## config.mk

```make
export PLATFORM = sky130hd
export DESIGN_NAME = snta_front_flat
export DESIGN_NICKNAME = d
export VERILOG_FILES = /design/src/hdl/snta_pkg.sv /design/src/hdl/snta_if.sv /design/src/hdl/snta_front.sv /design/src/flat_wrapper.sv
export SDC_FILE = /design/constraint.sdc
export NUM_CORES = 1
export LEC_CHECK = 0
export ABC_AREA = 1
export CAP_MARGIN = 10
export CORE_UTILIZATION = 54
export CTS_CLUSTER_DIAMETER = 50
export DETAILED_ROUTE_END_ITERATION = 10
export DONT_BUFFER_PORTS = 1
export GPL_TIMING_DRIVEN = 0
export HOLD_SLACK_MARGIN = 0.15
export PLACE_DENSITY = 0.72
export SLEW_MARGIN = 25
export SYNTH_ARGS = -nofsm -noshare
export SYNTH_HDL_FRONTEND = slang
export SYNTH_SLANG_ARGS = --single-unit
```

## constraint.sdc

```tcl
create_clock -name clk_i -period 7.2 [get_ports clk_i]
set_input_delay 0.36 -clock clk_i [delete_from_list [all_inputs] [get_ports clk_i]]
set_output_delay 0.36 -clock clk_i [all_outputs]
set_load 0.1 [all_outputs]
```

## src/hdl/snta_pkg.sv

```systemverilog
// ----------------------------------------------------------------------------
// snta_pkg: shared types and constants of the seconds/nanoseconds time ALU
// Request codes, unit codes for tick conversion, divisor reciprocals and the
// record that travels down the pipeline with every beat.
// ----------------------------------------------------------------------------
`default_nettype none

package snta_pkg;

  // Field widths
  localparam int unsigned SEC_W   = 64;
  localparam int unsigned RAW_W   = 64;
  localparam int unsigned ANS_W   = 32;
  localparam int unsigned NS_W    = 30;
  localparam int unsigned REQ_W   = 3;

  // Division by a unit constant: dividend width, its halves, remainder width
  localparam int unsigned WORD_W  = RAW_W;
  localparam int unsigned HALF_W  = WORD_W / 2;
  localparam int unsigned REM_W   = NS_W;

  // Time constants
  localparam logic [NS_W-1:0] NS_PER_SEC = 30'd1000000000;
  localparam logic [NS_W-1:0] NS_PER_MS  = 30'd1000000;
  localparam logic [NS_W-1:0] NS_PER_US  = 30'd1000;
  localparam logic [NS_W-1:0] MS_PER_SEC = 30'd1000;
  localparam logic [NS_W-1:0] US_PER_SEC = 30'd1000000;

  // Reciprocals floor(2^64 / divisor); the estimate is low by at most one
  localparam logic [WORD_W-1:0] RECIP_MS = 64'd18446744073709551;
  localparam logic [WORD_W-1:0] RECIP_US = 64'd18446744073709;
  localparam logic [WORD_W-1:0] RECIP_NS = 64'd18446744073;

  // Request codes
  typedef enum logic [REQ_W-1:0] {
    OP_FROM_SEC = 3'd0,
    OP_FROM_MS  = 3'd1,
    OP_FROM_US  = 3'd2,
    OP_FROM_NS  = 3'd3,
    OP_ADD      = 3'd4,
    OP_SUB      = 3'd5,
    OP_CMP      = 3'd6
  } op_e;

  // Tick unit: selects the divisor and the remainder scale
  typedef enum logic [1:0] {
    UNIT_MS = 2'd0,
    UNIT_US = 2'd1,
    UNIT_NS = 2'd2
  } unit_e;

  // Record carried through the divider stages
  typedef struct packed {
    unit_e              unit;
    logic [REM_W-1:0]   rem;
    logic [WORD_W-1:0]  word;
    logic [SEC_W-1:0]   base;
    logic               eq;
    logic               gt;
    logic               lt;
    logic               inf;
  } stage_t;

  // Divisor for a tick unit
  function automatic logic [REM_W-1:0] divisor(unit_e unit);
    logic [REM_W-1:0] dvs;
    case (unit)
      UNIT_MS: dvs = MS_PER_SEC;
      UNIT_US: dvs = US_PER_SEC;
      UNIT_NS: dvs = NS_PER_SEC;
      default: dvs = NS_PER_SEC;
    endcase
    return dvs;
  endfunction

  // Reciprocal of the divisor for a tick unit
  function automatic logic [WORD_W-1:0] reciprocal(unit_e unit);
    logic [WORD_W-1:0] rcp;
    case (unit)
      UNIT_MS: rcp = RECIP_MS;
      UNIT_US: rcp = RECIP_US;
      UNIT_NS: rcp = RECIP_NS;
      default: rcp = RECIP_NS;
    endcase
    return rcp;
  endfunction

endpackage

`default_nettype wire

```

## src/hdl/snta_if.sv

```systemverilog
// ----------------------------------------------------------------------------
// snta_if: request and result channels of the time ALU
// Valid/ready channels; a beat moves when valid and ready are both high.
// ----------------------------------------------------------------------------
`default_nettype none

interface snta_req_if;
  logic                             valid;
  logic                             ready;
  logic [snta_pkg::REQ_W-1:0]       req_type;
  logic [snta_pkg::RAW_W-1:0]       raw_count;
  logic signed [snta_pkg::SEC_W-1:0] a_seconds;
  logic [snta_pkg::ANS_W-1:0]       a_nanos;
  logic signed [snta_pkg::SEC_W-1:0] b_seconds;
  logic [snta_pkg::NS_W-1:0]        b_nanos;

  modport source (
    output valid, req_type, raw_count, a_seconds, a_nanos, b_seconds, b_nanos,
    input  ready
  );
  modport sink (
    input  valid, req_type, raw_count, a_seconds, a_nanos, b_seconds, b_nanos,
    output ready
  );
endinterface


`default_nettype wire

```

## src/hdl/snta_front.sv

```systemverilog
// ----------------------------------------------------------------------------
// snta_front: request decode stage
// Builds the dividend, the seconds base and the compare flags of a request
// and registers them as the first pipeline stage.
// ----------------------------------------------------------------------------
`default_nettype none

module snta_front (
  input  wire logic            clk_i,
  input  wire logic            rst_ni,
  snta_req_if.sink             req_i,
  output logic                 out_valid_o,
  input  wire logic            out_ready_i,
  output snta_pkg::stage_t     out_data_o
);

  snta_pkg::op_e                op;
  snta_pkg::stage_t             data_d;
  snta_pkg::stage_t             data_q;
  logic                         valid_q;
  logic [snta_pkg::NS_W+3:0]    add_ns;
  logic [snta_pkg::NS_W+3:0]    sub_ns;
  logic                         sec_eq;
  logic                         sec_gt;
  logic                         ns_eq;
  logic                         ns_gt;

  assign op = snta_pkg::op_e'(req_i.req_type);

  // Nanosecond sum and biased difference (two seconds added keep it positive)
  assign add_ns = (snta_pkg::NS_W+4)'(req_i.a_nanos) + (snta_pkg::NS_W+4)'(req_i.b_nanos);
  assign sub_ns = (snta_pkg::NS_W+4)'(req_i.a_nanos)
                + ((snta_pkg::NS_W+4)'(snta_pkg::NS_PER_SEC) << 1)
                - (snta_pkg::NS_W+4)'(req_i.b_nanos);

  // Signed seconds, then raw nanos
  assign sec_eq = (req_i.a_seconds == req_i.b_seconds);
  assign sec_gt = (req_i.a_seconds > req_i.b_seconds);
  assign ns_eq  = (req_i.a_nanos == snta_pkg::ANS_W'(req_i.b_nanos));
  assign ns_gt  = (req_i.a_nanos >  snta_pkg::ANS_W'(req_i.b_nanos));

  // Decode the request into divider operands
  always_comb begin
    data_d      = '0;
    data_d.unit = snta_pkg::UNIT_NS;
    data_d.inf  = &req_i.a_nanos;
    case (op)
      snta_pkg::OP_FROM_SEC: begin
        data_d.base = req_i.a_seconds;
      end
      snta_pkg::OP_FROM_MS: begin
        data_d.unit = snta_pkg::UNIT_MS;
        data_d.word = req_i.raw_count;
      end
      snta_pkg::OP_FROM_US: begin
        data_d.unit = snta_pkg::UNIT_US;
        data_d.word = req_i.raw_count;
      end
      snta_pkg::OP_FROM_NS: begin
        data_d.word = req_i.raw_count;
      end
      snta_pkg::OP_ADD: begin
        data_d.word = snta_pkg::WORD_W'(add_ns);
        data_d.base = req_i.a_seconds + req_i.b_seconds;
      end
      snta_pkg::OP_SUB: begin
        data_d.word = snta_pkg::WORD_W'(sub_ns);
        data_d.base = req_i.a_seconds - req_i.b_seconds - snta_pkg::SEC_W'(2);
      end
      snta_pkg::OP_CMP: begin
        data_d.eq = sec_eq & ns_eq;
        data_d.gt = sec_gt | (sec_eq & ns_gt);
        data_d.lt = ~sec_gt & ~sec_eq | (sec_eq & ~ns_gt & ~ns_eq);
      end
      default: begin
      end
    endcase
  end

  assign req_i.ready = ~valid_q | out_ready_i;

  // Hold the beat until the next stage takes it
  always_ff @(posedge clk_i or negedge rst_ni) begin
    if (!rst_ni) begin
      valid_q <= 1'b0;
    end else if (req_i.ready) begin
      valid_q <= req_i.valid;
    end
  end

  always_ff @(posedge clk_i) begin
    if (req_i.valid && req_i.ready) begin
      data_q <= data_d;
    end
  end

  assign out_valid_o = valid_q;
  assign out_data_o  = data_q;

endmodule

`default_nettype wire

```

## src/flat_wrapper.sv

```systemverilog
// flat-port wrapper written by rule: the top's interface ports become plain ports
module snta_front_flat 
  (clk_i, rst_ni, out_valid_o, out_ready_i, out_data_o, req_i_valid, req_i_req_type, req_i_raw_count, req_i_a_seconds, req_i_a_nanos, req_i_b_seconds, req_i_b_nanos, req_i_ready);
  snta_req_if req_i_i ();
  input  wire logic clk_i;
  input  wire logic rst_ni;
  output logic out_valid_o;
  input  wire logic out_ready_i;
  output snta_pkg::stage_t out_data_o;
  input wire logic [$bits(req_i_i.valid)-1:0] req_i_valid;
  input wire logic [$bits(req_i_i.req_type)-1:0] req_i_req_type;
  input wire logic [$bits(req_i_i.raw_count)-1:0] req_i_raw_count;
  input wire logic [$bits(req_i_i.a_seconds)-1:0] req_i_a_seconds;
  input wire logic [$bits(req_i_i.a_nanos)-1:0] req_i_a_nanos;
  input wire logic [$bits(req_i_i.b_seconds)-1:0] req_i_b_seconds;
  input wire logic [$bits(req_i_i.b_nanos)-1:0] req_i_b_nanos;
  output wire logic [$bits(req_i_i.ready)-1:0] req_i_ready;
  assign req_i_i.valid = req_i_valid;
  assign req_i_i.req_type = req_i_req_type;
  assign req_i_i.raw_count = req_i_raw_count;
  assign req_i_i.a_seconds = req_i_a_seconds;
  assign req_i_i.a_nanos = req_i_a_nanos;
  assign req_i_i.b_seconds = req_i_b_seconds;
  assign req_i_i.b_nanos = req_i_b_nanos;
  assign req_i_ready = req_i_i.ready;
  snta_front u_core (.clk_i(clk_i), .rst_ni(rst_ni), .req_i(req_i_i), .out_valid_o(out_valid_o), .out_ready_i(out_ready_i), .out_data_o(out_data_o));
endmodule
```

Yosys cells after proc, flatten, opt, wreduce, memory -nomap -nowiden:

Index checks and enable logic that the tools add are counted.

* register bits after elaboration: 135
* bits of input ports: 261
* output and inout port bits: 166
* logic and storage cells: 44

* add/subtract/negate cells: 6
* $lt $le $gt $ge: 2
* equality and inequality tests: 8
* multiplexer cells: 3
* bitwise logic cells: 13
* reduce and logical (&&, ||, !) cells: 4

Operators with widths (number)
* $pmux W64 S3: 2
* $add A64 B64 Y64: 1
* $eq A64 B64 Y1: 1
* $gt A64 B64 Y1: 1
* $sub A64 B3 Y64 const B: 1
* $sub A64 B64 Y64: 1
* $sub A34 B30 Y34: 1
* $add A32 B30 Y33: 1
* $add A32 B31 Y33 const B: 1
* $eq A32 B30 Y1: 1
* $gt A32 B30 Y1: 1
* $reduce_and A32 Y1: 1
* $eq A3 B3 Y1 const B: 3
* $eq A3 B2 Y1 const B: 2
* $and A1 B1 Y1: 5
* $not A1 Y1: 5
* $pmux W2 S2: 1
* $eq A3 B1 Y1 const B: 1
* $logic_not A3 Y1: 1
* $or A1 B1 Y1: 3
* $reduce_or A3 Y1: 1
* $logic_and A1 B1 Y1: 1

Depth between registers and ports, before layout:

* word-level depth: 5
* depth in mapped cells: 21
* gate-level depth less buffers: 21

Worst setup path before layout:

No wires, ideal clock.

* path kind: register -> register
* start: register u_core.valid_q, in the netlist u_core.out_valid_o
* end: register u_core.data_q, in the netlist u_core.out_data_o[0], enable pin
* setup time: 0.670 ns
* arrival time: 7.385 ns
* required time: 6.530 ns
* slack: -0.855 ns
* cell stages (with the launch flop): 2
* path buffers: 0
* period minus slack after synthesis: 8.055 ns
* cells stage by stage: dfrtp_1 a21oi_1

* longest elaborated chain between the ends: 3

RTL lines
* start, declared: RTL line snta_front.sv:20 `logic valid_q;`
* start signal, assigned: RTL line snta_front.sv:87 `valid_q <= req_i.valid;`
* $not A1 Y1: RTL line snta_front.sv:80 `assign req_i.ready = ~valid_q | out_ready_i;`
* $or A1 B1 Y1: RTL line snta_front.sv:80
* $logic_and A1 B1 Y1: RTL line snta_front.sv:92 `if (req_i.valid && req_i.ready) begin`
* end signal, assigned: RTL line snta_front.sv:93 `data_q <= data_d;`
* end, declared: RTL line snta_front.sv:19 `snta_pkg::stage_t data_q;`

No other way between the ends.
A chain may end at the register's enable or synchronous reset.

==> results.txt <==
most frequent cell after synthesis = inv_1
DR vias = 26.4k
Die X = 210 um
largest net degree at the start of global routing = 24
FMAX = 288 MHz
Yosys reg bits = 135
final net count = 4,432
post-CTS setup buffers = 0
routed wire length = 102 mm
setup TNS = 0 ns
ys flop type = edfxtp_1
first-pass GRT wire length = 147 mm
final period utilization = 0.482
clock skew = 0.0153 ns
Hold WC Path Type = in -> reg
worst slew pin tran = 1.21 ns
Core ar. = 0.0422 mm2
IO buf count = 0
static leakage = 0.0121 uW
Gate Count Post-Synth = 3,702
clock root cell = clkbuf_16
Max clock buf depth = 2
CTS H-tree lvls = 4
initial core utilization = 0.551
setup violators final = 0
vias per cell = 6.01
kind of critical path = in -> reg
Area growth syn-to-layout = 10.1%
Post-synth top cells = 701 x inv_1, 608 x nand2_1, 447 x nor2_1
Final Power = 4340 uW
startpoint type of the worst setup path = input port
std cell rows = 75
grt ovf = 0
IO Count = 427
CTS sink cnt = 135
CTS tree = built
DIE HEIGHT = 210 um
WP data required = 7.37 ns
number of flops mapped to enable cells by yosys = 134
# resized after CTS = 0
RSZ-0062 raised after global routing = no
ys async rst share = 0.00741
layout cells sized above 1 = 0.0632
Crit Path Max Fanout = 4
number of global-route vias before repair = 24.8k
post-detail-place hpwl = 84.8 mm
worst hold margin = 0.165 ns
Worst-Skew Late Latency = 0.49 ns
Worst setup EP type = flip-flop
register area = 0.00405 mm2
Synth top area share = 0.179
RD Place Congestion = 1.10
Initial DRC Count = 3,285
Seq/Total Area, Yosys = 0.174
antenna violations before repair = 2
Area contributors post-synth = ha_1 18%, edfxtp_1 17%, inv_1 11%
DR pass1 iterations = 8
Yosys cell types = 59
Die Area = 0.0439 mm2
Util after Layout = 0.607
final hold violations = 0
status = complete, no violations
CTS clk-pin slew, worst paths = 0.06 ns
worst rel slew slack = 0.193
Avg Cell Area, Syn = 6.28 um2
Yosys top cell by area = ha_1
multi-input logic area = 0.0161 mm2
power per cell area = 169 mW/mm2
antenna-violating nets left = 0
DR WL/cell = 23.2 um
Inserted Clock Buffers = 17
peak supply drop = 0.000144 V
DR DRC count = 0
Final Max Tran Viols = 0
max_cap viols = 0
WP data arrival = 3.65 ns
synthesized area = 0.0233 mm2
Syn. warnings = 0
# fillers = 4,274
clock period minus worst slack = 3.47 ns
Total GRT Usage = 0.451
[placed cells by master, fill, tap and decap left out, types with 15 or more instances in the layout]
cell type      count
nor3_1            58
inv_2             57
a31oi_1           18
inv_1            701
o21ai_0          238
clkbuf_16         17
xor2_1            18
nand2_1          608
o211ai_1          59
conb_1            30
nand3_1          264
nand4_1           34
a21oi_2           18
nor2_1           446
a21o_1            33
nand3b_1          15
o21bai_1          26
nand2_2           20
dlygate4sd3_1     77
buf_4             33
edfxtp_1         134
ha_1             332
a21oi_1          346
o21ai_1           51
clkbuf_1          23
[area by class of cell]
class | count | share of cell area
multi-input combinational | 2767 | 0.628
sequential | 135 | 0.158
inverter | 758 | 0.111
timing repair buffer | 84 | 0.0371
tap | 539 | 0.0263
clock buffer | 18 | 0.0168
buffer | 71 | 0.0160
clock inverter | 13 | 0.00669
antenna | 2 | 0.000195
[what timing repair did]
action / in CTS / in global routing
hold buffers: 77 / 0
setup endpoints to repair: 0 / 0
hold endpoints to repair: 75 / 0
[power breakdown]
| group | total [uW] | switching (uW) | internal [uW] | leakage (uW) |
|---|---|---|---|---|
| Clock | 964 | 417 | 547 | 0.000293 |
| Sequential | 1370 | 422 | 946 | 0.00133 |
| Combinational | 2000 | 1410 | 593 | 0.0105 |
[sequential cells by signal, indices dropped and copies added (netlist names)]
name / cells
u_core.out_data_o: 134
u_core.out_valid_o: 1
[worst paths after layout]
check / start / to / slack (ns) / cells after the start
max in group asynchronous: rst_ni / u_core.out_valid_o / 6.41 / 2
worst max-delay path: req_i_a_seconds[0] / u_core.out_data_o[43] / 3.73 / 18
worst min-delay path: req_i_a_seconds[37] / u_core.out_data_o[41] / 0.17 / 2
worst max register to register: u_core.out_valid_o / u_core.out_data_o[9] / 4.86 / 4
worst min register to register: u_core.out_valid_o / u_core.out_data_o[66] / 1.50 / 1
min in group asynchronous: rst_ni / u_core.out_valid_o / 0.67 / 2
[metal layers]
layer / wire (um) / vias up / global-route usage / part of all wire
met5: 62 / - / 0.0111 / 0.00061
met4: 6430 / 2 / 0.258 / 0.063
met3: 11600 / 321 / 0.113 / 0.11
met2: 44400 / 1623 / 0.719 / 0.44
met1: 39100 / 12000 / 0.552 / 0.39
li1: - / 12400 / - / -
[worst max-delay path, cell delays in order]
cell and delay (ns):
dlygate4sd3_1 0.56, inv_1 0.08, ha_1 0.21, inv_1 0.06
ha_1 0.20, fa_1 0.41, nand2_1 0.13, a21oi_2 0.11
a21oi_2 0.18, inv_1 0.10, nand3_1 0.08, nand3_1 0.20
nand2_1 0.12, nand2_1 0.19, a21oi_1 0.29, nand2_1 0.08
nand3_1 0.08, nand3_1 0.18
[stage by stage]
step | setup slack, ns | cells | cell area, um2
3_3_place_gp | 0.548 | 4270 | 24000
6_report | 3.73 | 4387 | 25600
2_1_floorplan | 2.16 | 3731 | 23400
4_1_cts | 3.87 | 4385 | 25600
5_1_grt | 3.57 | 4386 | 25600
3_5_place_dp | 3.57 | 4277 | 24200
[logic make-up (layout without fill, tap and decap cells)]
family,after synthesis,after routing,synth area share
other cells,1,32,0.000161
flops,135,135,0.174
xor+xnor,22,22,0.00828
fa+ha+maj,337,337,0.183
buf+inv,829,944,0.140
compound gates,858,858,0.211
simple gates,1520,1520,0.283
Power figures use the tool's default switching activity.
