### src/hdl/snta_pkg.sv
// ----------------------------------------------------------------------------
// snta_pkg: shared types and constants of the seconds/nanoseconds time ALU
// Request codes, unit codes for tick conversion, divisor reciprocals and the
// record that travels down the pipeline with every beat.
// ----------------------------------------------------------------------------
`default_nettype none

package snta_pkg;

  // Field widths
  localparam int unsigned SEC_W   = 64;
  localparam int unsigned RAW_W   = 64;
  localparam int unsigned ANS_W   = 32;
  localparam int unsigned NS_W    = 30;
  localparam int unsigned REQ_W   = 3;

  // Division by a unit constant: dividend width, its halves, remainder width
  localparam int unsigned WORD_W  = RAW_W;
  localparam int unsigned HALF_W  = WORD_W / 2;
  localparam int unsigned REM_W   = NS_W;

  // Time constants
  localparam logic [NS_W-1:0] NS_PER_SEC = 30'd1000000000;
  localparam logic [NS_W-1:0] NS_PER_MS  = 30'd1000000;
  localparam logic [NS_W-1:0] NS_PER_US  = 30'd1000;
  localparam logic [NS_W-1:0] MS_PER_SEC = 30'd1000;
  localparam logic [NS_W-1:0] US_PER_SEC = 30'd1000000;

  // Reciprocals floor(2^64 / divisor); the estimate is low by at most one
  localparam logic [WORD_W-1:0] RECIP_MS = 64'd18446744073709551;
  localparam logic [WORD_W-1:0] RECIP_US = 64'd18446744073709;
  localparam logic [WORD_W-1:0] RECIP_NS = 64'd18446744073;

  // Request codes
  typedef enum logic [REQ_W-1:0] {
    OP_FROM_SEC = 3'd0,
    OP_FROM_MS  = 3'd1,
    OP_FROM_US  = 3'd2,
    OP_FROM_NS  = 3'd3,
    OP_ADD      = 3'd4,
    OP_SUB      = 3'd5,
    OP_CMP      = 3'd6
  } op_e;

  // Tick unit: selects the divisor and the remainder scale
  typedef enum logic [1:0] {
    UNIT_MS = 2'd0,
    UNIT_US = 2'd1,
    UNIT_NS = 2'd2
  } unit_e;

  // Record carried through the divider stages
  typedef struct packed {
    unit_e              unit;
    logic [REM_W-1:0]   rem;
    logic [WORD_W-1:0]  word;
    logic [SEC_W-1:0]   base;
    logic               eq;
    logic               gt;
    logic               lt;
    logic               inf;
  } stage_t;

  // Divisor for a tick unit
  function automatic logic [REM_W-1:0] divisor(unit_e unit);
    logic [REM_W-1:0] dvs;
    case (unit)
      UNIT_MS: dvs = MS_PER_SEC;
      UNIT_US: dvs = US_PER_SEC;
      UNIT_NS: dvs = NS_PER_SEC;
      default: dvs = NS_PER_SEC;
    endcase
    return dvs;
  endfunction

  // Reciprocal of the divisor for a tick unit
  function automatic logic [WORD_W-1:0] reciprocal(unit_e unit);
    logic [WORD_W-1:0] rcp;
    case (unit)
      UNIT_MS: rcp = RECIP_MS;
      UNIT_US: rcp = RECIP_US;
      UNIT_NS: rcp = RECIP_NS;
      default: rcp = RECIP_NS;
    endcase
    return rcp;
  endfunction

endpackage

`default_nettype wire

### src/hdl/snta_if.sv
// ----------------------------------------------------------------------------
// snta_if: request and result channels of the time ALU
// Valid/ready channels; a beat moves when valid and ready are both high.
// ----------------------------------------------------------------------------
`default_nettype none


interface snta_res_if;
  logic                             valid;
  logic                             ready;
  logic signed [snta_pkg::SEC_W-1:0] res_seconds;
  logic [snta_pkg::NS_W-1:0]        res_nanos;
  logic                             is_equal;
  logic                             is_greater;
  logic                             is_less;
  logic                             left_infinite;

  modport source (
    output valid, res_seconds, res_nanos, is_equal, is_greater, is_less,
           left_infinite,
    input  ready
  );
  modport sink (
    input  valid, res_seconds, res_nanos, is_equal, is_greater, is_less,
           left_infinite,
    output ready
  );
endinterface

`default_nettype wire

### src/hdl/snta_back.sv
// ----------------------------------------------------------------------------
// snta_back: result assembly and output register
// Adds the quotient to the seconds base, scales the remainder to nanos
// and holds the finished beat for the result channel.
// ----------------------------------------------------------------------------
`default_nettype none

module snta_back (
  input  wire logic              clk_i,
  input  wire logic              rst_ni,
  input  wire logic              in_valid_i,
  output logic                   in_ready_o,
  input  wire snta_pkg::stage_t  in_data_i,
  snta_res_if.source             res_o
);

  logic                            valid_q;
  logic [snta_pkg::SEC_W-1:0]      sec_d;
  logic [snta_pkg::SEC_W-1:0]      sec_q;
  logic [snta_pkg::NS_W-1:0]       ns_d;
  logic [snta_pkg::NS_W-1:0]       ns_q;
  logic [3:0]                      flags_q;

  // Seconds: base plus quotient; zero base and dividend where unused
  assign sec_d = in_data_i.base + in_data_i.word;

  // Scale the remainder of a tick conversion to nanoseconds
  always_comb begin
    case (in_data_i.unit)
      snta_pkg::UNIT_MS: ns_d = in_data_i.rem * snta_pkg::NS_PER_MS;
      snta_pkg::UNIT_US: ns_d = in_data_i.rem * snta_pkg::NS_PER_US;
      snta_pkg::UNIT_NS: ns_d = in_data_i.rem;
      default:           ns_d = in_data_i.rem;
    endcase
  end

  assign in_ready_o = ~valid_q | res_o.ready;

  // Hold the result until the sink takes it
  always_ff @(posedge clk_i or negedge rst_ni) begin
    if (!rst_ni) begin
      valid_q <= 1'b0;
    end else if (in_ready_o) begin
      valid_q <= in_valid_i;
    end
  end

  always_ff @(posedge clk_i) begin
    if (in_valid_i && in_ready_o) begin
      sec_q   <= sec_d;
      ns_q    <= ns_d;
      flags_q <= {in_data_i.eq, in_data_i.gt, in_data_i.lt, in_data_i.inf};
    end
  end

  assign res_o.valid         = valid_q;
  assign res_o.res_seconds   = sec_q;
  assign res_o.res_nanos     = ns_q;
  assign res_o.is_equal      = flags_q[3];
  assign res_o.is_greater    = flags_q[2];
  assign res_o.is_less       = flags_q[1];
  assign res_o.left_infinite = flags_q[0];

endmodule

`default_nettype wire

### src/flat_wrapper.sv
// flat-port wrapper written by rule: the top's interface ports become plain ports
module snta_back_flat 
  (clk_i, rst_ni, in_valid_i, in_ready_o, in_data_i, res_o_valid, res_o_res_seconds, res_o_res_nanos, res_o_is_equal, res_o_is_greater, res_o_is_less, res_o_left_infinite, res_o_ready);
  snta_res_if res_o_i ();
  input  wire logic clk_i;
  input  wire logic rst_ni;
  input  wire logic in_valid_i;
  output logic in_ready_o;
  input  wire snta_pkg::stage_t in_data_i;
  output wire logic [$bits(res_o_i.valid)-1:0] res_o_valid;
  output wire logic [$bits(res_o_i.res_seconds)-1:0] res_o_res_seconds;
  output wire logic [$bits(res_o_i.res_nanos)-1:0] res_o_res_nanos;
  output wire logic [$bits(res_o_i.is_equal)-1:0] res_o_is_equal;
  output wire logic [$bits(res_o_i.is_greater)-1:0] res_o_is_greater;
  output wire logic [$bits(res_o_i.is_less)-1:0] res_o_is_less;
  output wire logic [$bits(res_o_i.left_infinite)-1:0] res_o_left_infinite;
  input wire logic [$bits(res_o_i.ready)-1:0] res_o_ready;
  assign res_o_valid = res_o_i.valid;
  assign res_o_res_seconds = res_o_i.res_seconds;
  assign res_o_res_nanos = res_o_i.res_nanos;
  assign res_o_is_equal = res_o_i.is_equal;
  assign res_o_is_greater = res_o_i.is_greater;
  assign res_o_is_less = res_o_i.is_less;
  assign res_o_left_infinite = res_o_i.left_infinite;
  assign res_o_i.ready = res_o_ready;
  snta_back u_core (.clk_i(clk_i), .rst_ni(rst_ni), .in_valid_i(in_valid_i), .in_ready_o(in_ready_o), .in_data_i(in_data_i), .res_o(res_o_i));
endmodule
### config.mk
export PLATFORM = sky130hd
export DESIGN_NAME = snta_back_flat
export DESIGN_NICKNAME = d
export VERILOG_FILES = /design/src/hdl/snta_pkg.sv /design/src/hdl/snta_if.sv /design/src/hdl/snta_back.sv /design/src/flat_wrapper.sv
export SDC_FILE = /design/constraint.sdc
export NUM_CORES = 1
export LEC_CHECK = 0
export ABC_AREA = 1
export ABC_CLOCK_PERIOD_IN_PS = 10300
export BUFFER_PORTS_ARGS = -buffer_cell sky130_fd_sc_hd__buf_2
export CAP_MARGIN = 40
export CELL_PAD_IN_SITES_DETAIL_PLACEMENT = 1
export CELL_PAD_IN_SITES_GLOBAL_PLACEMENT = 1
export CORE_MARGIN = 5
export CORE_UTILIZATION = 46
export CTS_BUF_LIST = sky130_fd_sc_hd__clkbuf_8
export DETAILED_ROUTE_END_ITERATION = 8
export PLACE_DENSITY_LB_ADDON = 0.1
export REMOVE_ABC_BUFFERS = 1
export SLEW_MARGIN = 40
export SYNTH_ARGS = -nofsm -noshare
export SYNTH_HDL_FRONTEND = slang
export SYNTH_SLANG_ARGS = --single-unit
export TNS_END_PERCENT = 1
### constraint.sdc
create_clock -name clk_i -period 10.3 [get_ports clk_i]
set_clock_uncertainty 0.2 [all_clocks]
set_input_delay 1.545 -clock clk_i [delete_from_list [all_inputs] [get_ports clk_i]]
set_output_delay 1.545 -clock clk_i [all_outputs]
set_load 0.05 [all_outputs]
# ---- After elaboration in Yosys (flattened, before gate mapping)
# Index checks and enable logic that the tools add are counted.
dict set report op_classes {
  bitwise_logic 2
  add_sub_neg 1
  eq_ne 1
  n_reduce_logical 2
  mul 2
  muxes 1
}
# cell n
set ops {}
lappend ops {{$add A64 B64 Y64} 1}
lappend ops {{$pmux W30 S2} 1}
lappend ops {{$mul A30 B14 Y24 const B} 1}
lappend ops {{$mul A30 B7 Y27 const B} 1}
lappend ops {{$eq A2 B1 Y1 const B} 1}
lappend ops {{$logic_not A2 Y1} 1}
lappend ops {{$logic_and A1 B1 Y1} 1}
lappend ops {{$not A1 Y1} 1}
lappend ops {{$or A1 B1 Y1} 1}
dict set report word_totals {
  ff_bits 99
  wordCells 13
  in_bits 168
}

# ---- Longest topological paths before layout
dict set report depth {
  ltp_word 3
  depth_mapped 23
  ltp_nobuf 23
}

# ---- Worst setup path after synthesis
# OpenSTA, ideal clock, no wires.
dict set report synth_timing {
  path_type {input to register}
  start {input in_valid_i}
  end {register u_core.flags_q[0], enable pin}
  cell_stages 2
  required_ps 9514
  setup_slack_ps 3196
  arrival_ps 6317
  setup_time_ps 586
  cell_sequence {inv_1 a21oi_1}
}
dict set report synth_via {
  elab_chain_len 1
}
# item line_no
set synth_rtl {}
lappend synth_rtl {{start: declaration} flat_wrapper.sv:7} ;# input wire logic in_valid_i;
lappend synth_rtl {{$logic_and A1 B1 Y1} snta_back.sv:49} ;# if (in_valid_i && in_ready_o) begin
lappend synth_rtl {{end signal: assignment} snta_back.sv:52} ;# flags_q <= {in_data_i.eq, in_data_i.gt, in_data_i.lt, in_data_i.inf};
lappend synth_rtl {{end: declaration} snta_back.sv:22} ;# logic [3:0] flags_q;
# No other way between the ends.
# A chain may end at the register's enable or synchronous reset.

# ---- Worst setup path in the final report
dict set report layout_timing {
  start {input in_data_i[141] in the netlist's numbering}
  end {register u_core.ns_q, in the netlist u_core.res_o.res_nanos[29], data pin}
}
dict set report layout_via {
  elab_chain_len 2
  word_cells_on_any_way 3
}
# item line_no
set layout_rtl {}
lappend layout_rtl {{start: declaration} flat_wrapper.sv:9} ;# input wire snta_pkg::stage_t in_data_i;
lappend layout_rtl {{$mul A30 B7 Y27 or $mul A30 B14 Y24 (tied branches)} {snta_back.sv:31, snta_back.sv:30}}
lappend layout_rtl {{$pmux W30 S2 *} snta_back.sv:29} ;# case (in_data_i.unit)
lappend layout_rtl {{net u_core.ns_d, one bit} snta_back.sv:20} ;# logic [snta_pkg::NS_W-1:0] ns_d;
lappend layout_rtl {{end signal: assignment} snta_back.sv:51} ;# ns_q <= ns_d;
lappend layout_rtl {{end: declaration} snta_back.sv:21} ;# logic [snta_pkg::NS_W-1:0] ns_q;
# Mark *: on every way through the listed nets, which the timed path passes. The rest lies on a longest branch.

==> run_results.csv <==
group,metric,value,unit
logic_synthesis,ys_top_cells_by_area,"edfxtp_1, nand2_1, fa_1",
logic_synthesis,yosys-top-cells-count,"nand2_1, inv_1, ha_1",
clock_network,cts_max_level,3,
timing,rsz0062_at_grt,"false",
final_layout,n_antenna_cell,0,
die,rows,67,
placement,gp_congestion,0.9762,
worst_hold_path,hold_path_class,"register to register",
clock_network,cts-resized-gates,0,
final_layout,nFillCells,4568,
logic_synthesis,yosysSeqAreaShare,0.1881,
timing,slew_violations,0,
clock_network,clkTransAtPathRegs,0.11,ns
logic_synthesis,synth_most_common_cell,"nand2_1",
global_route,grt-ovfl-total,0,
setup_path,end_kind,"register",
timing,hold_violations,0,
worst_hold_path,whs_endpoint,"u_core.res_o.valid",
pwr,power,0.004274,W
setup_path,cp.required,10.25,ns
setup_path,start_kind,"primary input",
final_layout,design_area,0.01789,mm2
global_route,antenna_found_initial,0,
setup_path,crit_fanout,8,
setup_path,rr_worst_depth,2,
clock_network,tritoncts,"yes",
die,dieWidth,195.2,um
final_layout,multiInputGateArea,0.01089,mm2
detailed_routing,via_per_inst,5.345,
clock_network,post-cts-setup-buffer-count,0,
timing,max_freq,0.1527,GHz
global_route,grt_use_met1,0.3546,
setup_path,critPathKind,"primary input to register",
logic_synthesis,yosys_register_bits,99,
detailed_routing,vias,15991,
die,die_h,195.2,um
setup_path,rrSetupSlack,8.47,ns
placement,port_buffers,267,
timing,relSlewSlack,0.5284,
clock_network,cts-root-buf,"clkbuf_8",
global_route,grtUsageMet2,0.5975,
timing,fin_ws,3.752,ns
timing,timing.final.crit_share,0.6357,
placement,dp_hpwl,53800,um
logic_synthesis,synth.distinct_cells,42,
detailed_routing,wl_per_cell,20.26,um
detailed_routing,finalWirelength,60610,um
setup_path,r2r_start,"u_core.res_o.valid",
logic_synthesis,netlist_area,0.01578,mm2
timing,finalSetupViolations,0,
clock_network,hold_buffers,0,
final_layout,num-nets-final,3012,
logic_synthesis,synthFlopType,"edfxtp_1",
status,outcome,"finished clean",
global_route,grt_pass1_wl,94430,um
final_layout,drive_gt1_frac,0.1376,
clock_network,cts_num_sinks,99,
logic_synthesis,avgSynthCellArea,6.975,um2
placement,placed_area,0.01773,mm2
global_route,grt_pass1_vias,17527,
global_route,top_usage_layer,"met2",
clock_network,cts_buffers,9,
global_route,track_usage,0.3128,
placement,place_ws,3.350,ns
die,ios,268,
timing,min_period,6.548,ns
timing,finalSetupTns,0,ns
timing,tightest_slew,0.7075,ns
setup_path,arrival,6.50,ns
run,drv_cap,0,
clock_network,clk_path_buf_depth,2,
die,dieArea,0.03810,mm2
clock_network,insertion_delay,0.40,ns
worst_hold_path,holdPathStages,2,
detailed_routing,first_pass_iters,6,
final_layout,final_util,0.5310,
detailed_routing,drc,0,
die,coreArea,0.03370,mm2
global_route,grtUsageMet3,0.03102,
final_layout,final-seq-area,0.002968,mm2
pwr,leakagePower,9.989,nW
final_layout,area_delta_synth_final,13.43,%
logic_synthesis,yosysTopAreaCell,"edfxtp_1",
pwr,p_per_area,238.8,mW/mm2
worst_hold_path,hold_start,"u_core.res_o.valid",
global_route,grt_max_degree,68,
logic_synthesis,yosys.area.top_type_share,0.1865,
logic_synthesis,synth_edf_count,98,
detailed_routing,postRouteAntennaNets,0,
logic_synthesis,synthCells,2262,
setup_path,timing.rr.end,"u_core.res_o.res_nanos[26]",
die,start_util,0.4681,
logic_synthesis,async_reset_ff_frac,0.01010,
detailed_routing,drt_iter0_markers,796,
pwr,ir_drop,148.1,uV
logic_synthesis,yosys_warnings,0,
where the power goes:
part / switching [W] / internal (W) / total, W / leakage [nW]
logic: 0.00233 / 0.00114 / 0.00347 / 8.95
clock network: 0.000163 / 0.0000874 / 0.000250 / 0.0882
registers: 0.0000216 / 0.000535 / 0.000557 / 0.951
total: 0.00251 / 0.00176 / 0.00427 / 9.99
registers in the layout (all words and copies together), names as in the netlist:
| signal | cells |
|---|---|
| u_core.res_o.res_seconds | 64 |
| u_core.res_o.res_nanos | 30 |
| u_core.flags_q | 4 |
| u_core.res_o.valid | 1 |
worst max path at each step:
stage                   startpoint                         end  slack, ns
floorplan               in_valid_i           u_core.flags_q[0]       3.20
global placement    in_data_i[141]  u_core.res_o.res_nanos[29]       3.55
detailed placement  in_data_i[141]  u_core.res_o.res_nanos[29]       3.35
CTS                 in_data_i[141]  u_core.res_o.res_nanos[29]       3.80
global route        in_data_i[141]  u_core.res_o.res_nanos[29]       3.51
finish              in_data_i[141]  u_core.res_o.res_nanos[29]       3.75
through the flow:
step	cells	hold slack [ns]
final	2992	0.4173
after global placement	2974	0.3517
after CTS	2992	0.4207
after floorplan	2257	0.9325
after detailed placement	2976	0.3960
after global routing	2992	0.4489
final cells by class:
type	instances	area share
repair buffers	271	0.07810
clock buffers	9	0.006922
inverters	510	0.1070
flip-flops and latches	99	0.1659
multi-input cells	1648	0.6083
well taps	448	0.03132
clock inverters	7	0.002517
per-layer routing:
| metal | vias up | part of all wire |
|---|---|---|
| met1 | 7801 | 0.39 |
| met2 | 446 | 0.53 |
| li1 | 7606 | - |
| met4 | 0 | 0.045 |
| met3 | 138 | 0.038 |
| met5 | - | 0 |
critical path, cell delays in order:
cell	delay (ns)
buf_2	0.22
inv_1	0.21
fa_1	0.69
inv_1	0.09
fa_1	0.53
inv_1	0.06
fa_1	0.54
inv_1	0.05
fa_1	0.47
ha_1	0.30
inv_1	0.05
fa_1	0.49
inv_1	0.05
ha_1	0.34
nand2_1	0.09
nor2_1	0.14
nand2_1	0.07
inv_1	0.08
nand4_1	0.10
nand3_1	0.13
nand3_1	0.07
nand3_1	0.09
nand3_1	0.07
cells by family after synthesis:
logic type               Yosys count  synth area share
AND/OR/NAND/NOR                 1074            0.2851
buffers and inverters            515            0.1226
adder cells (fa/ha/maj)          305            0.3038
AO/OA/AOI/OAI                    233           0.08042
flip-flops                        99            0.1881
XOR/XNOR                          36           0.01999
layout by cell type (no fill, tap or decap), drive strengths merged, types with 9 or more instances in the layout:
cell    count
nand2     730
inv       510
buf       271
ha        175
nor2      152
a21oi     133
fa        130
nand3     122
edfxtp     98
o21ai      66
xor2       33
nand4      28
o21bai     15
nor3       15
nand3b     10
clkbuf      9
(Power assumes the default switching activity.)
